[config.mk]
export PLATFORM = sky130hd
export DESIGN_NAME = lpss_div_cell
export DESIGN_NICKNAME = d
export VERILOG_FILES = /design/src/sv/line_projection_smoothing_step_macros.svh /design/src/sv/lpss_pkg.sv /design/src/sv/lpss_div_cell.sv
export SDC_FILE = /design/constraint.sdc
export NUM_CORES = 1
export LEC_CHECK = 0
export BUFFER_PORTS_ARGS = -buffer_cell sky130_fd_sc_hd__buf_2
export CAP_MARGIN = 40
export CORE_UTILIZATION = 35
export CTS_CLUSTER_SIZE = 20
export DETAILED_ROUTE_END_ITERATION = 7
export HOLD_SLACK_MARGIN = 0.06
export MAX_ROUTING_LAYER = met4
export PLACE_DENSITY = 0.81
export RECOVER_POWER = 25
export SLEW_MARGIN = 40
export SYNTH_ARGS = -nofsm -noshare
export SYNTH_HDL_FRONTEND = slang
export SYNTH_SLANG_ARGS = --single-unit
[constraint.sdc]
create_clock -name i_clk -period 0.8 [get_ports i_clk]
set_input_delay 0.08 -clock i_clk [delete_from_list [all_inputs] [get_ports i_clk]]
set_output_delay 0.08 -clock i_clk [all_outputs]
set_load 0.02 [all_outputs]
[src/sv/line_projection_smoothing_step_macros.svh]
// Assertion helpers for the line projection smoothing block.
`ifndef LINE_PROJECTION_SMOOTHING_STEP_MACROS_SVH
`define LINE_PROJECTION_SMOOTHING_STEP_MACROS_SVH
`ifndef SYNTHESIS
`define LPSS_ASSERT(lbl, prop, msg) \
    lbl: assert property (@(posedge i_clk) disable iff (!i_rst_n) prop) else $error(msg);
`define LPSS_ASSERT_RST(lbl, prop, msg) \
    lbl: assert property (@(posedge i_clk) prop) else $error(msg);
`else
`define LPSS_ASSERT(lbl, prop, msg)
`define LPSS_ASSERT_RST(lbl, prop, msg)
`endif
`endif

[src/sv/lpss_pkg.sv]
package lpss_pkg;
    // multiplier digit size: bits of the second operand taken per cell
    localparam int DIGIT_W = 8;
    // move speed register, Q1.16
    localparam int SPEED_W = 17;
    localparam int SPEED_FRAC = 16;
    localparam logic [SPEED_W-1:0] SPEED_ONE = 17'h10000;
    localparam logic [SPEED_W-1:0] SPEED_RST = 17'h08000;
endpackage

[src/sv/lpss_div_cell.sv]
module lpss_div_cell import lpss_pkg::*; #(
    parameter int XW   = 16,
    parameter int DENW = 8,
    parameter int QB   = 8,
    parameter int SH   = 0,
    parameter int SW   = 1
) (
    input  logic            i_clk,
    input  logic            i_en,
    input  logic [XW-1:0]   i_rem,
    input  logic [DENW-1:0] i_den,
    input  logic [QB-1:0]   i_quo,
    input  logic [SW-1:0]   i_side,
    output logic [XW-1:0]   o_rem,
    output logic [DENW-1:0] o_den,
    output logic [QB-1:0]   o_quo,
    output logic [SW-1:0]   o_side
);
    logic [XW-1:0] dsh;
    logic          ge;
    logic [XW-1:0] n_rem;
    logic [QB-1:0] n_quo;

    // divisor is den scaled by the speed fraction, aligned to this quotient bit
    assign dsh   = XW'(i_den) << (SH + SPEED_FRAC);
    assign ge    = (i_rem >= dsh);
    assign n_rem = ge ? (i_rem - dsh) : i_rem;
    assign n_quo = i_quo | (QB'(ge) << SH);

    always_ff @(posedge i_clk) begin
        if (i_en) begin
            o_rem  <= n_rem;
            o_den  <= i_den;
            o_quo  <= n_quo;
            o_side <= i_side;
        end
    end
endmodule

==> flow_summary.toml <==
[run_status]
status = "finished with violations"
violations = "negative setup slack"

[critical_path]
path_delay_family = "flip-flops"
crit_path_max_fanout = 1
crit_arrival_ns = 0.93
start_kind = "flip-flop"
path_buf_inv = 1
crit_path_cell_trace = "buf_6"
crit_required_ns = 0.72
crit_type = "flip-flop to primary output"
setup.worst_path.end_class = "primary output"
cp_slowest_cell = "edfxtp_1"
slowest_delay_ns = 0.43

[final_layout]
drive_above_1_share = 0.5286
nFillCells = 158
final_util = 0.7316
layout.nets = 174
diodes = 0
area_growth_pct = 91.51
instances_no_fill = 170

[floorplanning]
core-area_mm2 = 0.002545
start_util = 0.3820
die_area_mm2 = 0.002993
die_w_um = 54.71
io_pins = 68
die_h_um = 54.71
rows = 18

[power_and_ir_drop]
total_power_mw = 3.883
p_per_area_mw_per_mm2 = 2086
power_leakage_nw = 0.7949
ir_drop_mv = 2.634

[sta]
holdWs_ns = 0.3451
grt_setup_unrepaired = "yes"
fin_tns_setup_ns = -4.641
period_share = 1.257
setup_viol = 32
fmax_mhz = 994.3
fin_ws_ns = -0.2057
layout_min_cycle_time_ns = 1.006
slew_viol_final = 0
final_hold_viol_count = 0

[yosys]
synth_seq_area_share = 0.9884
syn-num-nets = 69
ys_ff_latch = 32
synth_top_area_frac = 0.9884
yosys.area.top_type = "edfxtp_1"
synth_edf_count = 32
ys_warn_count = 0
syn_area_um2 = 972.2
synthCells = 34
synthTopCellsByArea = "edfxtp_1 (99%), buf_4 (0.77%), conb_1 (0.39%)"
ys_types = 3
post-synth-top-count-cell = "edfxtp_1"
postSynthAreaPerCell_um2 = 28.59
synth_commonest_cells = "edfxtp_1 (32), buf_4 (1), conb_1 (1)"
synthArstFlopShare = 0
yosys_most_used_dff = "edfxtp_1"

[routing]
drcViolationCount = 0
postRouteAntennaNets = 0
drt_wl_total_um = 2548
routedWlPerCell_um = 14.99
viasPerCell = 4.365
drt_pre_antenna_iters = 4
vias = 742
drt_iter0_markers = 14

[min_path]
hold_path_class = "input pin to flip-flop"

[grt]
grt_pass1_wl_um = 3456
grt_overflow = 0
grt_max_degree = 17
antenna_found_initial = 0
grt_usage = 0.1923
grt_pass1_vias = 772

[clock_network]
cts_max_level = 2
cts_max_path_buffers = 2
clock_sinks = 32
post_cts_buffers = 0
cts_root_buf = "clkbuf_4"
clkTransAtPathRegs_ns = 0.12
cts_tree = "yes"
cts_buffers = 5

[job]
cap_viol_max_count = 0

[placement]
port_buffers = 65
finalWeightedCongestion = 0.6376
dp_cells = 130
[stage by stage]
step                area (um^2)  setup WS, ns
floorplan                 972.2        0.2705
global placement           1368        0.1270
detailed placement         1368        0.1234
CTS                        1831       -0.1901
global route               1862       -0.2413
finish                     1862       -0.2057
[path summary, 6_finish.rpt]
check	start	to	slack, ns	cells past startpoint
worst max-delay path	o_rem[9]	o_rem[9]	-0.21	1
worst min-delay path	i_en	o_quo[5]	0.35	2
[cell type report]
type,count,area [um^2],area share
sequential,32,960.9,0.5161
clock buffer,5,37.54,0.02016
tap,30,37.54,0.02016
multi-input combinational,1,3.754,0.002016
timing repair buffer,99,779.5,0.4187
clock inverter,3,42.54,0.02285
[power by group]
part / leakage [nW] / internal (mW) / switching, mW
clock network: 0.0412 / 0.652 / 0.554
logic: 0.440 / 0.334 / 0.300
registers: 0.313 / 1.99 / 0.0515
[kinds of logic after synthesis]
| group | synth area share |
|---|---|
| flip-flops | 0.9884 |
| other | 0.003857 |
| buffers and inverters | 0.007725 |
[sequential cells by signal (all words and copies together) (netlist names)]
name	flops
o_side	1
o_rem	16
o_den	8
o_quo	7
[repair_timing]
item | in CTS | in global routing
setup endpoints to repair | 32 | 32
hold endpoints to repair | 32 | 0
hold buffers | 32 | 0
gates resized for setup | 20 | 20
[layout by cell type, fill, tap and decap left out]
cell type,n
buf_2,44
buf_6,20
bufinv_16,1
clkbuf_1,1
clkbuf_2,2
clkbuf_4,5
clkinv_2,1
clkinvlp_4,1
conb_1,1
dlygate4sd3_1,32
edfxtp_1,32
[routing by layer]
layer | track usage | vias up | share of wire
met5 | - | - | 0
met4 | 0.07692 | 0 | 0.012
met1 | 0.2292 | 334 | 0.42
met3 | 0.07222 | 4 | 0.094
met2 | 0.2932 | 60 | 0.47
li1 | - | 344 | -
No activity file was read; power rests on OpenSTA's default activity.
