**src/sv/line_projection_smoothing_step_macros.svh**
```systemverilog
// Assertion helpers for the line projection smoothing block.
`ifndef LINE_PROJECTION_SMOOTHING_STEP_MACROS_SVH
`define LINE_PROJECTION_SMOOTHING_STEP_MACROS_SVH
`ifndef SYNTHESIS
`define LPSS_ASSERT(lbl, prop, msg) \
    lbl: assert property (@(posedge i_clk) disable iff (!i_rst_n) prop) else $error(msg);
`define LPSS_ASSERT_RST(lbl, prop, msg) \
    lbl: assert property (@(posedge i_clk) prop) else $error(msg);
`else
`define LPSS_ASSERT(lbl, prop, msg)
`define LPSS_ASSERT_RST(lbl, prop, msg)
`endif
`endif

```
**src/sv/lpss_pkg.sv**
```systemverilog
package lpss_pkg;
    // multiplier digit size: bits of the second operand taken per cell
    localparam int DIGIT_W = 8;
    // move speed register, Q1.16
    localparam int SPEED_W = 17;
    localparam int SPEED_FRAC = 16;
    localparam logic [SPEED_W-1:0] SPEED_ONE = 17'h10000;
    localparam logic [SPEED_W-1:0] SPEED_RST = 17'h08000;
endpackage

```
**src/sv/lpss_mul.sv**
```systemverilog
module lpss_mul import lpss_pkg::*; #(
    parameter int WA = 8,
    parameter int WB = 8
) (
    input  logic                       i_clk,
    input  logic                       i_en,
    input  logic signed [WA-1:0]       i_a,
    input  logic signed [WB-1:0]       i_b,
    output logic signed [WA+WB-1:0]    o_p
);
    localparam int NS = (WB + DIGIT_W - 1) / DIGIT_W;
    localparam int BW = NS * DIGIT_W;
    localparam int PW = WA + BW;

    logic signed [WA-1:0] r_a   [NS];
    logic signed [BW-1:0] r_b   [NS];
    logic signed [PW-1:0] r_acc [NS];

    for (genvar k = 0; k < NS; k++) begin : g_cell
        logic signed [WA-1:0]        a_in;
        logic signed [BW-1:0]        b_in;
        logic signed [PW-1:0]        acc_in;
        logic [DIGIT_W-1:0]          dig;
        logic signed [DIGIT_W:0]     dsig;
        logic signed [WA+DIGIT_W:0]  term;
        logic signed [PW-1:0]        n_acc;

        if (k == 0) begin : g_first
            assign a_in   = i_a;
            assign b_in   = BW'(i_b);
            assign acc_in = '0;
        end else begin : g_next
            assign a_in   = r_a[k-1];
            assign b_in   = r_b[k-1];
            assign acc_in = r_acc[k-1];
        end

        assign dig = b_in[k*DIGIT_W +: DIGIT_W];
        // top digit carries the sign, lower digits are plain magnitudes
        if (k == NS - 1) begin : g_top
            assign dsig = {dig[DIGIT_W-1], dig};
        end else begin : g_low
            assign dsig = {1'b0, dig};
        end
        assign term  = a_in * dsig;
        assign n_acc = acc_in + (PW'(term) <<< (k * DIGIT_W));

        always_ff @(posedge i_clk) begin
            if (i_en) begin
                r_a[k]   <= a_in;
                r_b[k]   <= b_in;
                r_acc[k] <= n_acc;
            end
        end
    end

    assign o_p = r_acc[NS-1][WA+WB-1:0];
endmodule

```
**config.mk**
```make
export PLATFORM = sky130hd
export DESIGN_NAME = lpss_mul
export DESIGN_NICKNAME = d
export VERILOG_FILES = /design/src/sv/line_projection_smoothing_step_macros.svh /design/src/sv/lpss_pkg.sv /design/src/sv/lpss_mul.sv
export SDC_FILE = /design/constraint.sdc
export NUM_CORES = 1
export LEC_CHECK = 0
export BUFFER_PORTS_ARGS = -buffer_cell sky130_fd_sc_hd__buf_2
export CORE_AREA = 2 2 73 93
export DETAILED_ROUTE_END_ITERATION = 12
export DIE_AREA = 0 0 75 95
export GPL_TIMING_DRIVEN = 0
export PLACE_DENSITY = 0.68
export SETUP_SLACK_MARGIN = 0.5
export SLEW_MARGIN = 20
export SYNTH_ARGS = -nofsm -noshare
export SYNTH_HDL_FRONTEND = slang
export SYNTH_SLANG_ARGS = --single-unit
```
**constraint.sdc**
```tcl
create_clock -name i_clk -period 6.8 [get_ports i_clk]
set_input_delay 0.34 -clock i_clk [delete_from_list [all_inputs] [get_ports i_clk]]
set_output_delay 0.34 -clock i_clk [all_outputs]
set_load 0.01 [all_outputs]
```
==> flow_summary.json, run 1 <==
{
  "largest-register": "r_acc",
  "cp_slowest_stage_delay_ns": 0.54,
  "maxCapViolations": 0,
  "global_route.overflow_total": 0,
  "place_worst_setup_slack_ns": 2.28,
  "setup.worst_path.start_class": "primary input",
  "cts_root_buffer": "sky130_fd_sc_hd__clkbuf_8",
  "post-layout-total-power_uw": 1120,
  "synthDominantCellAreaShare": 0.362,
  "grt_pass1_wl_um": 10100,
  "synth.most_common_cell": "sky130_fd_sc_hd__inv_1",
  "synth_top_cells_by_area": "sky130_fd_sc_hd__fa_1 (36%), sky130_fd_sc_hd__edfxtp_1 (16%), sky130_fd_sc_hd__ha_1 (12%)",
  "cts.sinks": 16,
  "number_of_enable_flip_flop_cells_after_synthesis": 16,
  "timing_worst_slew_pin_value_ns": 0.369,
  "clock_tree.buffer_depth": 2,
  "floorplan.initialDensity": 0.482,
  "synth.cell_area_sq_mm": 0.00305,
  "clockPowerShare": 0.060,
  "met1_usage_grt": 0.197,
  "reg_top3": "r_acc: 16 flops",
  "cts_repair_resize_count": 0,
  "critical_path_arrival_ns": 4.23,
  "kind_of_end_point_of_the_critical_path": "flop",
  "diodes": 0,
  "finish.net_count": 450,
  "grt_start_max_net_pins": 17,
  "cts_hold_buf": 0,
  "synth_fp_nets": 412,
  "totalWireLength_um": 5390,
  "crit_path_start": "i_b[4]",
  "core_sq_mm": 0.00632,
  "switching_share": 0.450,
  "worstPathCellList": "buf_2, and2_1, fa_1, inv_1, fa_1, inv_1, fa_1, inv_1, fa_1, inv_1, ha_1, and2_1, a221oi_2, a21o_1, nand3_1, o2bb2ai_1",
  "synth_top_cell_by_area": "sky130_fd_sc_hd__fa_1",
  "drc_marker_count_from_the_first_detailed_route_iteration": 58,
  "synth_seq_area_share": 0.158,
  "cp_max_fo": 8,
  "min_period_over_period": 0.623,
  "largest_register_ff_count": 16,
  "class_of_the_worst_hold_path": "primary input to flop",
  "vias": 2111,
  "max-slew-margin-rel": 0.754,
  "cts_setup_buffers": 0,
  "gr-usage-met3": 0.0192,
  "proportion_of_register_bits_with_asynchronous_set_or_reset_after_synthesis": 0,
  "power.leakage_uw": 0.00170,
  "setup_ws_ns": 2.57,
  "dieWidth_um": 75,
  "global_route.usage.total": 0.183,
  "drt-wirelength-per-cell_um": 12.5,
  "yosys_warnings": 0,
  "ys_dominant_reg_cell": "sky130_fd_sc_hd__edfxtp_1",
  "number_of_global_route_vias_before_repair": 2331,
  "place_congestion": 0.777,
  "outcome": "finished, final reports clean",
  "synth.lib_cells_used.distinct": 26,
  "vias_per_cell": 4.88,
  "yosys_register_bits": 16,
  "slowest_stage": "sky130_fd_sc_hd__fa_1",
  "clk_pin_slew_worst_paths_ns": 0.06,
  "detailedPlacementHpwl_um": 4740,
  "initial_antenna_violation_count": 0,
  "cts_inserted_buffers": 3,
  "netlist_instances": 310,
  "ioPinCount": 34,
  "timing.critical_path.max_delay_family": "adder cells",
  "detail_route.drc_violations": 0,
  "internal-power_uw": 618,
  "net-switching-power_uw": 506,
  "die_area_sq_mm": 0.00713,
  "cp_class": "primary input to flop",
  "groute.layer.met2.usage": 0.374,
  "grt-busiest-layer": "met2",
  "fin_crit_ns": 4.23,
  "rsz0062_at_grt": "no",
  "fin_tns_setup_ns": 0,
  "share_seq_of_total_power": 0.180,
  "buffer_ports.inserted": 33,
  "path_buf_inv": 5,
  "timing.critical_path.required_ns": 6.80,
  "die_h_um": 95,
  "power_per_cell_area_mw_per_mm2": 334,
  "synthToLayoutAreaGrowth_pct": 10.4,
  "power.share.combinational": 0.761,
  "fmax_mhz": 236,
  "tritoncts_clock_tree": "done",
  "drive_above_1_share": 0.116,
  "fillCellCount": 597,
  "placement_rows": 33,
  "drt_pass1_iterations": 4,
  "synth.top_cells.by_count": "sky130_fd_sc_hd__inv_1 (87), sky130_fd_sc_hd__fa_1 (55), sky130_fd_sc_hd__and2_1 (46), sky130_fd_sc_hd__ha_1 (29), sky130_fd_sc_hd__nand2_1 (17)",
  "worst_hold_startpoint": "i_a[0]",
  "ir_worst_vdd_v": 0.000247,
  "final-hold-violation-count": 0,
  "setup_viol": 0,
  "htreeDepth": 1,
  "post_synth.cell_area_avg_sq_um": 9.82,
  "slew_viol_final": 0,
  "drt.antenna.violating_nets": 0
}
[metrics by stage]
step | area [sq um] | util | cells | hold slack [ns]
final | 3360 | 0.532 | 433 | 0.526
after global routing | 3360 | 0.532 | 433 | 0.547
after CTS | 3360 | 0.532 | 433 | 0.533
after detailed placement | 3320 | 0.525 | 430 | 0.749
after global placement | 3320 | 0.525 | 430 | 0.749
after floorplan | 3050 | - | 310 | 0.452
[final timing paths]
check,endpoint,cells past startpoint
setup / recovery,r_acc[0][15]$_DFFE_PP_,16
hold / removal,r_acc[0][0]$_DFFE_PP_,2
[per-layer routing]
metal | part of all wire | wire [um]
met5 | 0 | 0
met4 | 0.016 | 84
met3 | 0.018 | 98
met2 | 0.61 | 3300
met1 | 0.35 | 1910
[cell type report]
class                      instances  area [sq um]  share of cell area
clock buffer                       3          41.3              0.0123
inverter                          87           327              0.0972
multi-input combinational        207          2240               0.666
sequential                        16           480               0.143
tap                               87           109              0.0324
timing repair buffer              33           165              0.0491
[layout by cell type, fill, tap and decap left out, types with 9 or more instances in the layout]
cell type,instances
sky130_fd_sc_hd__inv_1,87
sky130_fd_sc_hd__fa_1,55
sky130_fd_sc_hd__and2_1,46
sky130_fd_sc_hd__buf_2,33
sky130_fd_sc_hd__ha_1,29
sky130_fd_sc_hd__nand2_1,17
sky130_fd_sc_hd__edfxtp_1,16
sky130_fd_sc_hd__xnor2_1,10
sky130_fd_sc_hd__nor2_1,9
[logic make-up after synthesis]
kind of cell	Yosys count	share of synthesized area
buffers and inverters	87	0.107
and+or+nand+nor	86	0.162
adders and majority gates	84	0.481
AOI/OAI and AO/OA	22	0.0481
DFF	16	0.158
xor gates and xnor gates	14	0.0403
muxes	1	0.00370
[power by group through the flow]
stage	Sequential [uW]	Combinational, uW	Clock (uW)
floorplan	228	650	0
global placement	202	852	0
detailed placement	205	872	0
CTS	203	877	68.6
global route	206	1000	73.1
finish	202	855	67.4
No activity file was read; power rests on OpenSTA's default activity.
==> inputs of run 2 (changes only) <==
Settings changed: PLACE_DENSITY 0.68 to 0.71.
Clock period 6.8 ns to 3.7 ns, I/O delays scaled along.
==> flow_summary.json, run 2 (synthesis gave the netlist of run 1 again) <==
{
  "placed_cells": 430,
  "drt_pass1_iterations": 4,
  "die_area_sq_mm": 0.00713,
  "stdcell_area_sq_mm": 0.00376,
  "drt.antenna.violating_nets": 0,
  "cts_hold_buf": 0,
  "maxCapViolations": 0,
  "slowest_stage": "sky130_fd_sc_hd__fa_1",
  "cp_max_fo": 8,
  "buffer_ports.inserted": 33,
  "max-slew-margin-rel": 0.752,
  "vias_per_cell": 4.88,
  "fin_tns_setup_ns": -0.316,
  "placed_cell_area_sq_mm": 0.00339,
  "cp.depth": 16,
  "setup_ws_ns": -0.107,
  "drt-wirelength-per-cell_um": 13.1,
  "ir_worst_vdd_v": 0.000538,
  "worstPathCellList": "buf_4, and2_4, buf_4, ha_4, buf_4, fa_1, inv_2, fa_1, fa_1, inv_1, ha_4, a21o_1, and2_1, a31oi_4, nand3_1, o2bb2ai_2",
  "diodes": 0,
  "drive_above_1_share": 0.267,
  "slew_viol_final": 0,
  "largest_register_ff_count": 16,
  "place_congestion": 0.817,
  "finish.net_count": 462,
  "crit_path_start": "i_b[0]",
  "violated_checks": "setup timing",
  "path_buf_inv": 5,
  "global_route.overflow_total": 0,
  "post-layout-total-power_uw": 2590,
  "cts.sinks": 16,
  "timing.critical_path.max_delay_family": "adder cells",
  "initial_antenna_violation_count": 0,
  "final-hold-violation-count": 0,
  "fmax_mhz": 263,
  "die_h_um": 95,
  "dieWidth_um": 75,
  "vias": 2177,
  "totalWireLength_um": 5850,
  "final_cell_mix": "sky130_fd_sc_hd__inv_1 (78), sky130_fd_sc_hd__fa_1 (52), sky130_fd_sc_hd__and2_1 (37)",
  "setup.worst_path.end": "r_acc[0][15]$_DFFE_PP_",
  "power_per_cell_area_mw_per_mm2": 688,
  "groute.layer.met2.usage": 0.382,
  "detailedPlacementHpwl_um": 4740,
  "rsz0062_at_grt": "yes",
  "gr-usage-met3": 0.0203,
  "met1_usage_grt": 0.200,
  "cts_root_buffer": "sky130_fd_sc_hd__clkbuf_8",
  "mostFrequentLayoutCell": "sky130_fd_sc_hd__inv_1",
  "grt_pass1_wl_um": 10400,
  "fin_worst_hold_slack_ns": 0.302,
  "outcome": "complete, but fails checks",
  "timing.critical_path.required_ns": 3.71,
  "cp_class": "primary input to flop",
  "clock_tree.buffer_depth": 2,
  "number_of_global_route_vias_before_repair": 2408,
  "setup_viol": 4,
  "critical_path_arrival_ns": 3.82,
  "fin_crit_ns": 3.81,
  "floorplan.initialDensity": 0.482,
  "ioPinCount": 34,
  "class_of_the_worst_hold_path": "primary input to flop",
  "placement_rows": 33,
  "kind_of_end_point_of_the_critical_path": "flop",
  "timing_worst_slew_pin_value_ns": 0.373,
  "global_route.usage.total": 0.193,
  "cp_slowest_stage_delay_ns": 0.57,
  "grt_start_max_net_pins": 17,
  "final_cell_count_no_fill": 446,
  "setup.worst_path.start_class": "primary input",
  "min_period_over_period": 1.03,
  "tritoncts_clock_tree": "done",
  "drc_marker_count_from_the_first_detailed_route_iteration": 49,
  "synthToLayoutAreaGrowth_pct": 23.4,
  "reg_top3": "r_acc: 16 flops",
  "power.leakage_uw": 0.00181,
  "htreeDepth": 1,
  "grt-busiest-layer": "met2",
  "cts_inserted_buffers": 3,
  "clk_pin_slew_worst_paths_ns": 0.07,
  "largest-register": "r_acc",
  "detail_route.drc_violations": 0,
  "core_sq_mm": 0.00632
}
[run 2: cell count changes in the layout (fill, tap and decap cells not counted), moves of 4 or more]
cell / previous run / this run
sky130_fd_sc_hd__nor2b_1: 7 / 3
sky130_fd_sc_hd__inv_1: 87 / 78
sky130_fd_sc_hd__and2_1: 46 / 37
sky130_fd_sc_hd__ha_4: 0 / 9
sky130_fd_sc_hd__inv_2: 0 / 8
sky130_fd_sc_hd__ha_1: 29 / 19
sky130_fd_sc_hd__buf_4: 0 / 12
sky130_fd_sc_hd__buf_2: 33 / 22
sky130_fd_sc_hd__and2_4: 0 / 9
sky130_fd_sc_hd__buf_6: 0 / 8
[run 2: worst min path at each step]
stage            from                    end  cells past startpoint
4_1_cts        i_b[0]  r_acc[0][0]$_DFFE_PP_                      2
3_3_place_gp   i_a[0]  r_acc[0][0]$_DFFE_PP_                      2
6_report       i_b[0]  r_acc[0][0]$_DFFE_PP_                      2
5_1_grt        i_b[0]  r_acc[0][0]$_DFFE_PP_                      2
3_5_place_dp   i_a[0]  r_acc[0][0]$_DFFE_PP_                      2
2_1_floorplan    i_en  r_acc[0][0]$_DFFE_PP_                      0
[run 2: metrics by stage]
stage,worst slack (ns),utilization
after floorplan,-0.0737,-
final,-0.107,0.595
after detailed placement,-0.476,0.537
after global placement,-0.419,0.537
after CTS,-0.0966,0.567
after global routing,-0.244,0.595
[run 2: layout make-up]
type | count | area (sq um)
inverters | 87 | 329
multi-input cells | 207 | 2460
well taps | 87 | 109
flip-flops and latches | 16 | 480
clock inverters | 1 | 3.75
repair buffers | 45 | 333
clock buffers | 3 | 41.3
fillers | 544 | 2560
[run 2: repair_timing]
action | in CTS | in global routing
setup buffers | 5 | 7
resized for setup | 34 | 28
pin swaps | 26 | 23
endpoints found under the setup margin | 8 | 10
[run 2: power breakdown]
group	internal, uW	leakage (uW)	switching, uW
clock network	73.6	0.0000231	60.7
logic	1030	0.00163	1060
registers	356	0.000156	14.7
total	1450	0.00181	1130
[run 2: metal layers]
layer | vias up | routed length, um
li1 | 1031 | -
met1 | 1104 | 2070
met2 | 28 | 3520
met3 | 14 | 92
met4 | 0 | 167
met5 | - | 0
==> inputs of run 3 (changes only) <==
Settings changed: CELL_PAD_IN_SITES_DETAIL_PLACEMENT set to 0, CELL_PAD_IN_SITES_GLOBAL_PLACEMENT set to 1, CORE_AREA 2 2 73 93 to 2 2 79 100, DIE_AREA 0 0 75 95 to 0 0 81 102, PLACE_DENSITY 0.71 to not set, PLACE_DENSITY_LB_ADDON set to 0.1.
==> flow_summary.json, run 3 (synthesis gave the netlist of run 1 again) <==
{
  "fin_crit_ns": 3.76,
  "final_cell_count_no_fill": 450,
  "place_congestion": 0.763,
  "setup_viol": 5,
  "number_of_global_route_vias_before_repair": 2345,
  "grt_pass1_wl_um": 10500,
  "cp_slowest_stage_delay_ns": 0.54,
  "slowest_stage": "sky130_fd_sc_hd__fa_1",
  "largest-register": "r_acc",
  "ioPinCount": 34,
  "power_per_cell_area_mw_per_mm2": 682,
  "drt.antenna.violating_nets": 0,
  "whs_path_depth": 2,
  "outcome": "complete, but fails checks",
  "critPathMostFrequentCell": "sky130_fd_sc_hd__fa_1",
  "met1_usage_grt": 0.162,
  "dieWidth_um": 81,
  "class_of_the_worst_hold_path": "primary input to flop",
  "drc_marker_count_from_the_first_detailed_route_iteration": 45,
  "fmax_mhz": 266,
  "die_h_um": 102,
  "die_area_sq_mm": 0.00826,
  "mostFrequentLayoutCell": "sky130_fd_sc_hd__inv_1",
  "cp_class": "primary input to flop",
  "totalWireLength_um": 6140,
  "buffer_ports.inserted": 33,
  "drive_above_1_share": 0.265,
  "clk_pin_slew_worst_paths_ns": 0.06,
  "htreeDepth": 1,
  "grt_start_max_net_pins": 17,
  "maxCapViolations": 0,
  "final_cell_mix": "sky130_fd_sc_hd__inv_1 (77), sky130_fd_sc_hd__fa_1 (53), sky130_fd_sc_hd__and2_1 (37)",
  "drt-wirelength-per-cell_um": 13.6,
  "setup_ws_ns": -0.0579,
  "tritoncts_clock_tree": "done",
  "finish.net_count": 461,
  "placed_cells": 435,
  "cts_root_buffer": "sky130_fd_sc_hd__clkbuf_8",
  "slew_viol_final": 0,
  "largest_register_ff_count": 16,
  "core_sq_mm": 0.00727,
  "place_worst_setup_slack_ns": -0.447,
  "grt-busiest-layer": "met2",
  "detailedPlacementHpwl_um": 4960,
  "gr-usage-met3": 0.0186,
  "rsz0062_at_grt": "yes",
  "floorplan.initialDensity": 0.419,
  "synthToLayoutAreaGrowth_pct": 23.5,
  "initial_antenna_violation_count": 0,
  "cts_inserted_buffers": 3,
  "ir_worst_vdd_v": 0.000550,
  "violated_checks": "setup timing",
  "global_route.usage.total": 0.168,
  "detail_route.drc_violations": 0,
  "reg_top3": "r_acc: 16 flops",
  "worstPathCellList": "buf_8, and2_4, fa_1, inv_1, fa_1, inv_2, fa_1, inv_2, fa_1, inv_2, ha_4, o21a_1, o31a_1, nor4b_4, o21ai_1, xor2_1",
  "vias": 2130,
  "clock_tree.buffer_depth": 2,
  "cp_max_fo": 8,
  "timing_worst_slew_pin_value_ns": 0.374,
  "final-hold-violation-count": 0,
  "placement_rows": 35,
  "cts.sinks": 16,
  "power.leakage_uw": 0.00182,
  "timing.critical_path.required_ns": 3.69,
  "worst_hold_path.endpoint": "r_acc[0][0]$_DFFE_PP_",
  "drt_pass1_iterations": 4,
  "kind_of_end_point_of_the_critical_path": "flop",
  "diodes": 0,
  "worst_hold_startpoint": "i_b[0]",
  "critical_path_arrival_ns": 3.75,
  "max-slew-margin-rel": 0.750,
  "groute.layer.met2.usage": 0.371,
  "global_route.overflow_total": 0,
  "cts_hold_buf": 0,
  "vias_per_cell": 4.73,
  "min_period_over_period": 1.02,
  "setup.worst_path.start_class": "primary input"
}
[run 3: cell count changes in the layout (fill, tap and decap cells not counted), sizes merged]
cell,change
buf,-1
[run 3: final cells by class]
cell class	count	area (sq um)
clock buffers	3	41.3
well taps	92	115
repair buffers	44	358
multi-input cells	207	2430
clock inverters	1	3.75
inverters	87	329
fillers	729	3510
flip-flops and latches	16	480
[run 3: power by group]
group / switching [uW] / internal (uW) / leakage, uW
sequential: 15.4 / 356 / 0.000156
combinational: 1050 / 1010 / 0.00164
clock: 58.1 / 73.5 / 0.0000231
[run 3: worst max path at each step]
stage | start | cells after the start | slack, ns | end
floorplan | i_b[2] | 15 | -0.07 | r_acc[0][14]$_DFFE_PP_
global placement | i_b[4] | 14 | -0.45 | r_acc[0][14]$_DFFE_PP_
detailed placement | i_b[2] | 16 | -0.45 | r_acc[0][14]$_DFFE_PP_
CTS | i_a[6] | 16 | -0.10 | r_acc[0][14]$_DFFE_PP_
global route | i_b[7] | 14 | -0.21 | r_acc[0][14]$_DFFE_PP_
finish | i_a[7] | 16 | -0.06 | r_acc[0][14]$_DFFE_PP_
[run 3: per-layer routing]
| layer | vias up | part of all wire |
|---|---|---|
| met3 | 4 | 0.018 |
| met2 | 22 | 0.63 |
| li1 | 1024 | - |
| met4 | 0 | 0.0041 |
| met5 | - | 0 |
| met1 | 1080 | 0.35 |
[run 3: repair_timing]
action | CTS | global route
resized for setup | 43 | 24
buffers inserted | 3 | 8
pin swaps | 29 | 20
hold endpoints to repair | 0 | 0
setup endpoints to repair | 8 | 9
[run 3: critical path: cells and delay by family]
| kind | cells | cell delay (ns) |
|---|---|---|
| compound gates | 3 | 0.43 |
| xor+xnor | 1 | 0.15 |
| fa+ha+maj | 5 | 2.26 |
| buf+inv | 5 | 0.30 |
| simple gates | 2 | 0.43 |
[run 3: metrics by stage]
step / total power, uW / hold WS [ns] / instance area [sq um] / TNS [ns] / utilization
2_1_floorplan: 1740 / 0.297 / 3120 / -0.178 / -
3_3_place_gp: 2120 / 0.593 / 3400 / -2.40 / 0.468
3_5_place_dp: 2120 / 0.595 / 3400 / -2.39 / 0.468
4_1_cts: 2430 / 0.282 / 3600 / -0.275 / 0.495
5_1_grt: 2850 / 0.287 / 3760 / -1.07 / 0.517
6_report: 2560 / 0.290 / 3760 / -0.164 / 0.517
